--- config.mk ---
export PLATFORM = sky130hd
export DESIGN_NAME = four_finger_pinch_zoom_detector_unit
export DESIGN_NICKNAME = d
export VERILOG_FILES = /design/src/hw/rtl/pzd_pkg.sv /design/src/hw/rtl/pzd_spread.sv /design/src/hw/rtl/pzd_core.sv /design/src/hw/rtl/four_finger_pinch_zoom_detector_unit.sv
export SDC_FILE = /design/constraint.sdc
export NUM_CORES = 2
export LEC_CHECK = 0
export ABC_AREA = 1
export BUFFER_PORTS_ARGS = -buffer_cell sky130_fd_sc_hd__buf_2
export CORE_MARGIN = 8
export CORE_UTILIZATION = 50
export DETAILED_ROUTE_END_ITERATION = 8
export PLACE_DENSITY = 0.66
export SLEW_MARGIN = 20
export SYNTH_ARGS = -nofsm -noshare
export SYNTH_HDL_FRONTEND = slang
export SYNTH_SLANG_ARGS = --single-unit
--- constraint.sdc ---
create_clock -name clk -period 10.6 [get_ports clk]
set_clock_uncertainty 0.2 [all_clocks]
set_input_delay 0.53 -clock clk [delete_from_list [all_inputs] [get_ports clk]]
set_output_delay 0.53 -clock clk [all_outputs]
set_load 0.05 [all_outputs]
--- src/hw/rtl/pzd_pkg.sv ---
// Shared types, codes and constants for the four-finger pinch-zoom detector.
package pzd_pkg;

    // Sizes
    localparam int FINGERS_DEF = 4;
    localparam int COORD_BITS  = 16;
    localparam int SLOT_W      = 4;
    localparam int KIND_W      = 3;
    localparam int THRESH_W    = 16;
    localparam int CNT_W       = 4;
    localparam int ADDR_W      = 3;
    localparam int IDX_W       = ADDR_W - 2;
    localparam int DATA_W      = 32;

    localparam logic [THRESH_W-1:0] THRESH_RESET = 16'd240;
    localparam logic [CNT_W-1:0]    COUNT_MAX    = 4'd15;

    // Register indexes
    localparam logic [IDX_W-1:0] REG_ZOOM_THRESHOLD = 1'b0;

    // Event kinds
    localparam logic [KIND_W-1:0] EV_DOWN   = 3'd0;
    localparam logic [KIND_W-1:0] EV_MOTION = 3'd1;
    localparam logic [KIND_W-1:0] EV_UP     = 3'd2;
    localparam logic [KIND_W-1:0] EV_FRAME  = 3'd3;
    localparam logic [KIND_W-1:0] EV_CANCEL = 3'd4;
    localparam logic [KIND_W-1:0] EV_CLEAR  = 3'd5;

    // Status codes
    localparam logic [2:0] ST_IGNORE    = 3'd0;
    localparam logic [2:0] ST_MAYBE     = 3'd1;
    localparam logic [2:0] ST_UPDATE    = 3'd2;
    localparam logic [2:0] ST_FINISHED  = 3'd3;
    localparam logic [2:0] ST_CANCELLED = 3'd4;

    // Zoom directions
    localparam logic [1:0] DIR_NONE = 2'd0;
    localparam logic [1:0] DIR_IN   = 2'd1;
    localparam logic [1:0] DIR_OUT  = 2'd2;

    typedef struct packed {
        logic [KIND_W-1:0]     event_kind;
        logic [SLOT_W-1:0]     touch_slot;
        logic [COORD_BITS-1:0] pos_x;
        logic [COORD_BITS-1:0] pos_y;
    } evt_t;

    typedef struct packed {
        logic [2:0] status_code;
        logic [1:0] recent_direction;
        logic [1:0] overall_direction;
    } res_t;

    typedef struct packed {
        logic [COORD_BITS-1:0] x;
        logic [COORD_BITS-1:0] y;
    } point_t;

    // Direction view of the gesture state, core to top level
    typedef struct packed {
        logic [1:0] recent;
        logic [1:0] overall;
    } dir_view_t;

    // Width of a summed Manhattan spread over all fingers
    function automatic int sum_width(input int fingers);
        return COORD_BITS + 1 + $clog2(fingers);
    endfunction

endpackage

--- src/hw/rtl/pzd_spread.sv ---
// Summed Manhattan spread from finger 0 to every other finger.
module pzd_spread #(
    parameter int FINGERS = pzd_pkg::FINGERS_DEF,
    parameter int SUM_W   = pzd_pkg::sum_width(FINGERS)
) (
    input  pzd_pkg::point_t [FINGERS-1:0] pts,
    output logic [SUM_W-1:0]              sum
);

    logic [pzd_pkg::COORD_BITS-1:0] dx [1:FINGERS-1];
    logic [pzd_pkg::COORD_BITS-1:0] dy [1:FINGERS-1];

    // Take per-finger absolute offsets against finger 0
    for (genvar g = 1; g < FINGERS; g++) begin : g_diff
        assign dx[g] = (pts[0].x > pts[g].x) ? pts[0].x - pts[g].x : pts[g].x - pts[0].x;
        assign dy[g] = (pts[0].y > pts[g].y) ? pts[0].y - pts[g].y : pts[g].y - pts[0].y;
    end

    // Add up all offsets
    always_comb
    begin
        sum = '0;
        for (int i = 1; i < FINGERS; i++)
        begin
            sum = sum + SUM_W'(dx[i]) + SUM_W'(dy[i]);
        end
    end

endmodule

--- src/hw/rtl/pzd_core.sv ---
// Gesture state and single-pass event handling.
module pzd_core #(
    parameter int FINGERS = pzd_pkg::FINGERS_DEF,
    parameter int SUM_W   = pzd_pkg::sum_width(FINGERS)
) (
    input  logic               clk,
    input  logic               rst_n,
    input  logic               go,
    input  pzd_pkg::evt_t      item,
    input  logic [SUM_W-1:0]   limit,
    output logic [2:0]         status,
    output pzd_pkg::dir_view_t view
);

    localparam logic [pzd_pkg::CNT_W-1:0] FING_CNT = pzd_pkg::CNT_W'(FINGERS);

    logic [pzd_pkg::CNT_W-1:0] count_reg, count_next;
    logic                      cancelled_reg, cancelled_next;
    logic                      started_reg, started_next;
    logic [1:0]                last_dir_reg, last_dir_next;

    pzd_pkg::point_t [FINGERS-1:0] start_reg, start_next;
    pzd_pkg::point_t [FINGERS-1:0] last_reg, last_next;
    pzd_pkg::point_t [FINGERS-1:0] cur_reg, cur_next;

    logic [SUM_W-1:0] s_start, s_last, s_cur;

    pzd_spread #(.FINGERS(FINGERS), .SUM_W(SUM_W)) u_sp_start (.pts(start_reg), .sum(s_start));
    pzd_spread #(.FINGERS(FINGERS), .SUM_W(SUM_W)) u_sp_last  (.pts(last_reg),  .sum(s_last));
    pzd_spread #(.FINGERS(FINGERS), .SUM_W(SUM_W)) u_sp_cur   (.pts(cur_reg),   .sum(s_cur));

    // Handle one event against the current state
    always_comb
    begin
        pzd_pkg::point_t           pt;
        logic [pzd_pkg::CNT_W-1:0] cnt_up;
        logic [pzd_pkg::CNT_W-1:0] cnt_dn;
        logic [SUM_W-1:0]          chg;

        pt.x   = item.pos_x;
        pt.y   = item.pos_y;
        cnt_up = (count_reg != pzd_pkg::COUNT_MAX) ? count_reg + 1'b1 : count_reg;
        cnt_dn = (count_reg != '0) ? count_reg - 1'b1 : count_reg;
        chg    = (s_cur >= s_last) ? s_cur - s_last : s_last - s_cur;

        count_next     = count_reg;
        cancelled_next = cancelled_reg;
        started_next   = started_reg;
        last_dir_next  = last_dir_reg;
        start_next     = start_reg;
        last_next      = last_reg;
        cur_next       = cur_reg;
        status         = pzd_pkg::ST_IGNORE;

        if (go)
        begin
            unique case (item.event_kind)
                pzd_pkg::EV_DOWN:
                begin
                    count_next = cnt_up;
                    if (!cancelled_reg)
                    begin
                        // Record start point while the gesture is still forming
                        if (cnt_up <= FING_CNT)
                        begin
                            for (int i = 0; i < FINGERS; i++)
                            begin
                                if (item.touch_slot == pzd_pkg::SLOT_W'(i))
                                    start_next[i] = pt;
                            end
                        end
                        if (cnt_up == FING_CNT)
                        begin
                            started_next = 1'b1;
                            last_next    = start_next;
                            cur_next     = start_next;
                            status       = pzd_pkg::ST_MAYBE;
                        end
                        else if (cnt_up > FING_CNT)
                        begin
                            cancelled_next = 1'b1;
                            status         = pzd_pkg::ST_CANCELLED;
                        end
                    end
                end
                pzd_pkg::EV_MOTION:
                begin
                    if (!cancelled_reg && started_reg)
                    begin
                        for (int i = 0; i < FINGERS; i++)
                        begin
                            if (item.touch_slot == pzd_pkg::SLOT_W'(i))
                                cur_next[i] = pt;
                        end
                    end
                end
                pzd_pkg::EV_UP:
                begin
                    count_next = cnt_dn;
                    if (cnt_dn == '0)
                    begin
                        // Last finger gone: finish a live gesture, else drop it
                        if (!cancelled_reg && started_reg && last_dir_reg != pzd_pkg::DIR_NONE)
                        begin
                            status = pzd_pkg::ST_FINISHED;
                        end
                        else
                        begin
                            cancelled_next = 1'b0;
                            started_next   = 1'b0;
                            last_dir_next  = pzd_pkg::DIR_NONE;
                            start_next     = '0;
                            last_next      = '0;
                            cur_next       = '0;
                        end
                    end
                end
                pzd_pkg::EV_FRAME:
                begin
                    if (!cancelled_reg && started_reg && !(chg < limit))
                    begin
                        last_next     = cur_reg;
                        last_dir_next = (s_cur > s_last) ? pzd_pkg::DIR_IN : pzd_pkg::DIR_OUT;
                        status        = pzd_pkg::ST_UPDATE;
                    end
                end
                pzd_pkg::EV_CANCEL:
                begin
                    cancelled_next = 1'b1;
                    status         = pzd_pkg::ST_CANCELLED;
                end
                pzd_pkg::EV_CLEAR:
                begin
                    cancelled_next = 1'b0;
                    started_next   = 1'b0;
                    last_dir_next  = pzd_pkg::DIR_NONE;
                    start_next     = '0;
                    last_next      = '0;
                    cur_next       = '0;
                end
                default:
                begin
                    status = pzd_pkg::ST_IGNORE;
                end
            endcase
        end
    end

    // Compare start spread against current spread
    always_comb
    begin
        view.recent = last_dir_reg;
        if (s_cur > s_start && (s_cur - s_start) > limit)
            view.overall = pzd_pkg::DIR_IN;
        else if (s_start > s_cur && (s_start - s_cur) > limit)
            view.overall = pzd_pkg::DIR_OUT;
        else
            view.overall = pzd_pkg::DIR_NONE;
    end

    // Hold gesture state
    always_ff @(posedge clk or negedge rst_n)
    begin
        if (!rst_n)
        begin
            count_reg     <= '0;
            cancelled_reg <= 1'b0;
            started_reg   <= 1'b0;
            last_dir_reg  <= pzd_pkg::DIR_NONE;
            start_reg     <= '0;
            last_reg      <= '0;
            cur_reg       <= '0;
        end
        else
        begin
            count_reg     <= count_next;
            cancelled_reg <= cancelled_next;
            started_reg   <= started_next;
            last_dir_reg  <= last_dir_next;
            start_reg     <= start_next;
            last_reg      <= last_next;
            cur_reg       <= cur_next;
        end
    end

endmodule

--- src/hw/rtl/four_finger_pinch_zoom_detector_unit.sv ---
// Top level of the four-finger pinch-zoom detector: register port, event and result channels.
//
// Usage:
//   Touch events enter on the evt channel (evt_valid / evt_stall / evt_data); a transfer
//   happens at a rising edge with evt_valid high and evt_stall low. Every event gives
//   exactly one result on the res channel (res_valid / res_stall / res_data): status
//   code, last zoom direction and overall direction since the gesture started.
//   An event passes the event register, then the gesture logic and the result register.
//   Throughput: one event per cycle unless the receiver stalls. The event register feeds
//   the gesture logic, which updates its state and the result register in the same cycle,
//   so one gesture evaluation (three spread sums and their compares) sets the cycle time.
//   When the receiver stalls, the result holds; the event register keeps accepting
//   until it holds an event of its own, then evt_stall rises until the result is taken.
//   zoom_threshold lies at byte address 0 of the APB port; write it only while idle.
//   Reset clears the finger count, gesture flags and all stored points, empties both
//   registers and sets zoom_threshold to 240. No clearing pass is needed after reset.
module four_finger_pinch_zoom_detector_unit #(
    parameter int FINGERS = pzd_pkg::FINGERS_DEF
) (
    input  logic                         clk,
    input  logic                         rst_n,
    input  logic                         psel,
    input  logic                         penable,
    input  logic                         pwrite,
    input  logic [pzd_pkg::ADDR_W-1:0]   paddr,
    input  logic [pzd_pkg::DATA_W-1:0]   pwdata,
    output logic [pzd_pkg::DATA_W-1:0]   prdata,
    output logic                         pready,
    input  logic                         evt_valid,
    output logic                         evt_stall,
    input  pzd_pkg::evt_t                evt_data,
    output logic                         res_valid,
    input  logic                         res_stall,
    output pzd_pkg::res_t                res_data
);

    localparam int SUM_W = pzd_pkg::sum_width(FINGERS);

    logic [pzd_pkg::THRESH_W-1:0] thresh_reg;
    logic [SUM_W-1:0]             limit_reg;
    logic [pzd_pkg::IDX_W-1:0]    reg_idx;
    logic                         cfg_wr;

    logic               evt_valid_reg;
    pzd_pkg::evt_t      evt_item_reg;
    logic               res_valid_reg;
    logic [2:0]         res_status_reg;
    logic               go;
    logic [2:0]         status;
    pzd_pkg::dir_view_t view;

    // Register port decode
    assign reg_idx = paddr[pzd_pkg::ADDR_W-1:2];
    assign cfg_wr  = psel && penable && pwrite && (reg_idx == pzd_pkg::REG_ZOOM_THRESHOLD);
    assign pready  = 1'b1;
    assign prdata  = (reg_idx == pzd_pkg::REG_ZOOM_THRESHOLD) ?
                     pzd_pkg::DATA_W'(thresh_reg) : '0;

    // Hold threshold and its scaled compare limit
    always_ff @(posedge clk or negedge rst_n)
    begin
        if (!rst_n)
        begin
            thresh_reg <= pzd_pkg::THRESH_RESET;
            limit_reg  <= SUM_W'(pzd_pkg::THRESH_RESET) * SUM_W'(FINGERS - 1);
        end
        else if (cfg_wr)
        begin
            thresh_reg <= pwdata[pzd_pkg::THRESH_W-1:0];
            limit_reg  <= SUM_W'(pwdata[pzd_pkg::THRESH_W-1:0]) * SUM_W'(FINGERS - 1);
        end
    end

    // Advance the event register unless it is full and the result cannot move
    assign go        = evt_valid_reg && !(res_valid_reg && res_stall);
    assign evt_stall = evt_valid_reg && res_valid_reg && res_stall;

    always_ff @(posedge clk or negedge rst_n)
    begin
        if (!rst_n)
            evt_valid_reg <= 1'b0;
        else if (!evt_stall)
            evt_valid_reg <= evt_valid;
    end

    always_ff @(posedge clk)
    begin
        if (evt_valid && !evt_stall)
            evt_item_reg <= evt_data;
    end

    pzd_core #(.FINGERS(FINGERS), .SUM_W(SUM_W)) u_core (
        .clk    (clk),
        .rst_n  (rst_n),
        .go     (go),
        .item   (evt_item_reg),
        .limit  (limit_reg),
        .status (status),
        .view   (view)
    );

    // Result register: load on each handled event, drop after transfer
    always_ff @(posedge clk or negedge rst_n)
    begin
        if (!rst_n)
            res_valid_reg <= 1'b0;
        else if (go)
            res_valid_reg <= 1'b1;
        else if (!res_stall)
            res_valid_reg <= 1'b0;
    end

    always_ff @(posedge clk)
    begin
        if (go)
            res_status_reg <= status;
    end

    // Directions come from the gesture state, which only moves with the result register
    assign res_valid                  = res_valid_reg;
    assign res_data.status_code       = res_status_reg;
    assign res_data.recent_direction  = view.recent;
    assign res_data.overall_direction = view.overall;

endmodule

=== After elaboration in Yosys (flattened, before gate mapping) ===
Cells that the tools add are included.

* Output and inout bits: 42
* Bits in writable memories: 0
* Word-level logic and storage cells: 249
* Register bits: 470
* Bits in read-only memories: 0
* Memories: 0
* Latch bits: 0
* Bits of input ports: 81

* Reductions and logical operators: 38
* Shift operators: 0
* Multiply operators: 1
* Magnitude comparators: 27
* Add/sub/neg operators: 57
* Muxes and demuxes: 67
* Div/mod/pow operators: 0
* Bitwise logic cells: 1
* Equal/unequal tests: 21

{| class="wikitable"
|+ Operators by type and width
! kind !! count
|-
| 128-bit 2-to-1 mux || 8
|-
| 128-bit one-hot mux with 4 select lines || 2
|-
| 16-bit subtractor || 36
|-
| 128-bit one-hot mux with 3 select lines || 1
|-
| 16-bit 2-to-1 mux || 19
|-
| 16-bit greater-than comparator || 18
|-
| 32-bit 2-to-1 mux || 8
|-
| 19-bit by 16-bit adder with 19-bit output || 6
|-
| 19-bit subtractor || 4
|-
| 18-bit by 16-bit adder with 19-bit output || 3
|-
| 19-bit greater-than comparator || 3
|-
| 17-bit by 16-bit adder with 18-bit output || 3
|-
| 16-bit by 16-bit adder with 17-bit output || 3
|-
| 19-bit by 18-bit greater-than comparator with 1-bit output || 2
|-
| 8-bit AND reduction || 4
|-
| 19-bit >= comparator || 1
|-
| 19-bit by 18-bit less-than comparator with 1-bit output || 1
|-
| 19-bit 2-to-1 mux || 1
|-
| 16-bit by 2-bit multiplier with 18-bit output, second input constant || 1
|-
| 2-bit by 1-bit inequality test with 1-bit output, second input constant || 9
|-
| 2-bit 2-to-1 mux || 8
|-
| 4-bit nonzero test || 4
|-
| 1-bit logical AND || 13
|-
| 3-bit 2-to-1 mux || 4
|-
| 30 further kinds || 50
|}

=== Depth between registers and ports, before layout ===
* Depth in word-level cells: 14
* Gate-level depth with buffers: 68
* Mapped depth without buffers: 64

=== By module ===
Synthesis repeated with hierarchy kept, for this count alone.

* Cells, all modules: 12316
* Area, all modules: 74415.1 µm²

{| class="wikitable"
|+ Modules (own cells, without submodules)
! module !! cells an instance !! sequential area each (µm²) !! times used !! area each (µm²)
|-
| pzd_core || 4295 || 9809.4 || 1 || 27895.5
|-
| pzd_spread at u_core.u_sp_cur || 2522 || 0.0 || 1 || 14343.8
|-
| pzd_spread at u_core.u_sp_start || 2560 || 0.0 || 1 || 14214.9
|-
| pzd_spread at u_core.u_sp_last || 2535 || 0.0 || 1 || 14161.1
|-
| four_finger_pinch_zoom_detector_unit || 404 || 2147.1 || 1 || 3799.9
|}

=== Least setup slack after synthesis ===
No wires, ideal clock.

* Path type: reg-to-output
* From: register u_core.cur_reg[0] in the netlist's numbering
* To: output port res_data[1] in the netlist's numbering
* Buffers on the path: 2
* Arrival time: 8.866 ns
* Required time: 9.870 ns
* Slack: 1.004 ns
* Cell stages (with the launch flop): 49
* Cells stage by stage: dfrtp_1 -> inv_1 -> ha_1 -> inv_1 -> fa_1 -> nand3_1 -> nand2_1 -> a21oi_1 -> o21ai_0 -> nand2_1 -> o211ai_1 -> nand2_2 -> buf_2 -> mux2_2 -> fa_1 -> inv_1 -> fa_1 -> fa_1 -> (+13 left out) -> nand2_1 -> nor2_1 -> inv_1 -> o21bai_1 -> xnor2_1 -> inv_1 -> ha_1 -> nand4_1 -> inv_1 -> nand2_1 -> nand2_1 -> nand2_1 -> nand2_1 -> nand2_1 -> nand2_1 -> nand2_1 -> a21oi_1 -> nor2_1

{| class="wikitable"
|+ RTL lines
! element !! line !! text
|-
| start: declaration || pzd_core.sv:24 || <nowiki>pzd_pkg::point_t [FINGERS-1:0] cur_reg, cur_next;</nowiki>
|-
| start signal: assignment || pzd_core.sv:182 || <nowiki>cur_reg <= cur_next;</nowiki>
|-
| end: declaration || four_finger_pinch_zoom_detector_unit.sv:34 || <nowiki>output pzd_pkg::res_t res_data</nowiki>
|}

==> flow_results.xml <==
<?xml version="1.0" encoding="UTF-8"?>
<metrics>
  <group name="floorplanning">
    <metric name="die_outline_area" unit="mm2">0.136</metric>
    <metric name="floorplan.rows" unit="">129</metric>
    <metric name="start_util" unit="%">50.3</metric>
    <metric name="pin_count" unit="">123</metric>
    <metric name="die_x" unit="um">368</metric>
    <metric name="placeableCoreArea" unit="mm2">0.123</metric>
    <metric name="chipHeight" unit="um">368</metric>
  </group>
  <group name="timing">
    <metric name="slew_viol_final" unit="">0</metric>
    <metric name="worst_pin_slew" unit="ns">1.38</metric>
    <metric name="setup-violations-final" unit="">0</metric>
    <metric name="hold_violations" unit="">0</metric>
    <metric name="post-route-min-period" unit="ns">10.30</metric>
    <metric name="fmax" unit="MHz">97.1</metric>
    <metric name="period_share" unit="%">97.1</metric>
    <metric name="slew-limit-headroom" unit="%">7.86</metric>
  </group>
  <group name="setup_path">
    <metric name="critical_path.startpoint_type" unit="">register</metric>
    <metric name="required" unit="ns">9.87</metric>
    <metric name="timing.critical_path.arrival" unit="ns">9.57</metric>
    <metric name="crit_path_max_fanout" unit="">11</metric>
    <metric name="critPathKind" unit="">reg -&gt; out</metric>
    <metric name="critical_path.slowest_cell" unit="">dfrtp_1</metric>
    <metric name="critPathMostFrequentCell" unit="">nand2_1</metric>
    <metric name="crit_path_end_kind" unit="">primary output</metric>
    <metric name="timing.critical_path.slowest_cell_delay" unit="ns">0.63</metric>
  </group>
  <group name="synth">
    <metric name="synth_most_common_cell" unit="">nand2_1</metric>
    <metric name="post_synthesis_instance_area" unit="mm2">0.0620</metric>
    <metric name="yosys.cell_types.count" unit="">64</metric>
    <metric name="post_synthesis_cell_count" unit="">9033</metric>
    <metric name="post_synth_edffs" unit="">42</metric>
    <metric name="synth_ff_type" unit="">dfrtp_1</metric>
    <metric name="dominant_combinational_cell_family_by_area_after_synthesis" unit="">adder cells</metric>
    <metric name="synthesis.area_per_instance" unit="um2">6.87</metric>
    <metric name="synthDominantCellAreaShare" unit="%">16.9</metric>
    <metric name="synthesized_area_fraction_occupied_by_adder_cells" unit="%">22.7</metric>
    <metric name="synth.ff_latch_count" unit="">469</metric>
    <metric name="synth_simple_gate_area_share" unit="%">21.2</metric>
    <metric name="synth-xor-area-share" unit="%">6.21</metric>
    <metric name="synthesis.yosys.warnings" unit="">0</metric>
    <metric name="netlist_top_cells_count" unit="">nand2_1, inv_1, ha_1</metric>
    <metric name="netlist.top_cell.by_area" unit="">dfrtp_1</metric>
    <metric name="synth_compound_gate_area_share" unit="%">19.0</metric>
    <metric name="muxShareOfSynthArea" unit="%">0.571</metric>
    <metric name="post_synth_main_area_contributors" unit="">dfrtp_1, ha_1, nand2_1, inv_1, fa_1</metric>
    <metric name="async_reset_ff_share" unit="%">91.0</metric>
    <metric name="seq_area_frac_synth" unit="%">19.3</metric>
  </group>
  <group name="clocking">
    <metric name="numClockSinks" unit="">469</metric>
    <metric name="cts-buffers-inserted" unit="">57</metric>
    <metric name="buffer_type_at_the_clock_tree_root" unit="">clkbuf_16</metric>
    <metric name="clockBufferDepth" unit="">3</metric>
    <metric name="cts_max_level" unit="">2</metric>
    <metric name="clkLatencyLatePin" unit="ns">0.71</metric>
    <metric name="tritoncts" unit="">yes</metric>
    <metric name="clkTransAtPathRegs" unit="ns">0.07</metric>
  </group>
  <group name="placement">
    <metric name="port_buffers" unit="">87</metric>
    <metric name="gp_congestion" unit="">1.08</metric>
    <metric name="total_half_perimeter_wirelength_after_legalization_and_detailed_placement" unit="um">221000</metric>
  </group>
  <group name="routing">
    <metric name="post_drt_wl_per_cell" unit="um">24.1</metric>
    <metric name="drcViolationCount" unit="">0</metric>
    <metric name="drt-initial-drc-count" unit="">7479</metric>
    <metric name="dr_total_vias" unit="">65093</metric>
    <metric name="antenna_violating_nets_post_route" unit="">0</metric>
    <metric name="avgViaCountPerCell" unit="">5.86</metric>
    <metric name="routed_wl" unit="um">268000</metric>
    <metric name="drt-pass1-iter-count" unit="">7</metric>
  </group>
  <group name="grt">
    <metric name="grt_max_degree" unit="">135</metric>
    <metric name="globalRouteTotalUtil" unit="%">37.6</metric>
    <metric name="number_of_global_route_vias_before_repair" unit="">61014</metric>
    <metric name="grt_remaining_overflow" unit="">0</metric>
    <metric name="antenna_found_initial" unit="">4</metric>
    <metric name="grt_pass1_wl" unit="um">391000</metric>
  </group>
  <group name="worst_hold_path">
    <metric name="holdCritPathClass" unit="">in -&gt; async</metric>
  </group>
  <group name="run_status">
    <metric name="run_status" unit="">complete, no violations</metric>
  </group>
  <group name="layout">
    <metric name="final_net_count" unit="">10490</metric>
    <metric name="drive_gt1_share" unit="%">10.0</metric>
    <metric name="layout-area-overhead-vs-synth" unit="%">13.8</metric>
    <metric name="postLayoutCoreUtil" unit="%">57.2</metric>
  </group>
  <group name="job">
    <metric name="maxCapViolCount" unit="">0</metric>
  </group>
</metrics>
-- cells in the final DEF, fill, tap and decap left out, types with 19 or more instances in the layout --
cell type,count
nand2_1,2120
inv_1,1407
ha_1,717
o21ai_0,696
a21oi_1,634
nor2_1,445
buf_4,442
nand3_1,432
dfrtp_1,414
xor2_1,345
o22ai_1,260
fa_1,214
o21ai_1,186
nor3_1,89
buf_2,84
xnor2_1,75
clkbuf_16,63
dlygate4sd3_1,58
a21o_1,56
edfxtp_1,42
o211ai_1,38
nand4_1,35
nand2_2,34
a21oi_2,33
o21bai_1,32
a211oi_1,32
o2111ai_1,32
inv_2,27
mux2i_1,22
ha_2,20
a21boi_0,19
-- path summary, 6_finish.rpt --
check	slack, ns	depth (start not counted)	endpoint	start
setup / recovery	0.30	45	res_data[1]	u_core.start_reg[1]
hold / removal	0.24	2	u_core.start_reg[88]	rst_n
setup reg to reg	0.40	51	u_core.last_reg[11]	u_core.cur_reg[11]
hold reg to reg	0.28	2	res_valid	evt_valid_reg
max in group asynchronous	7.70	4	u_core.cur_reg[40]	rst_n
min in group clk	0.28	2	res_valid	evt_valid_reg
-- metrics by stage --
step                      worst slack (ns)  TNS [ns]  instance area, um2  cells  hold WS [ns]
after global routing               -0.0717     -3.81               70600  11108         0.295
after floorplan                       1.00         0               62100   9048        0.0344
after global placement              0.0270         0               66500  10897         0.248
after detailed placement            -0.138     -3.65               66500  10897         0.260
final                                0.303         0               70600  11111         0.238
after CTS                          0.00129         0               69100  11062         0.245
-- cell type report --
type,instances,area (um2)
antenna,4,10.0
clock buffer,67,1510
clock inverter,38,482
fill,12090,52900
inverter,1441,5430
multi-input combinational,6836,44200
sequential,469,12000
tap,1637,2050
timing repair buffer,618,4910
timing repair inverter,1,7.51
-- kinds of logic after synthesis --
family / Yosys count
and+or+nand+nor: 3239
DFF: 469
buffers and inverters: 1744
xor gates and xnor gates: 440
muxes: 34
AOI/OAI and AO/OA: 2120
other: 2
adders and majority gates: 985
-- critical path: cells and delay by family (launching register included) --
family | cells | cell delay, ns
AOI/OAI and AO/OA | 6 | 0.78
xor gates and xnor gates | 3 | 0.72
DFF | 1 | 0.63
adders and majority gates | 8 | 3.34
and+or+nand+nor | 19 | 2.05
buffers and inverters | 9 | 1.32
-- routing by layer --
layer  vias up  share of wire, %  routed length (um)  track usage, %
met5         -            0.0048                  13               0
met4         2               7.1               19000            21.3
met3       647               8.8               23700            5.55
met2      3288                42              113000            56.9
met1     30919                42              113000            51.3
li1      30237                 -                   -               -
-- repair_timing --
item | in CTS | in global routing
hold endpoints to repair | 128 | 0
setup endpoints to repair | 133 | 133
pin swaps | 2 | 51
setup buffers | 1 | 34
gates cloned | 1 | 11
resized for setup | 8 | 282
hold buffers | 58 | 0
Power is left out: the tool's default activity adds up to more than one toggle a clock period on the data nets, which glitch-free logic cannot reach.
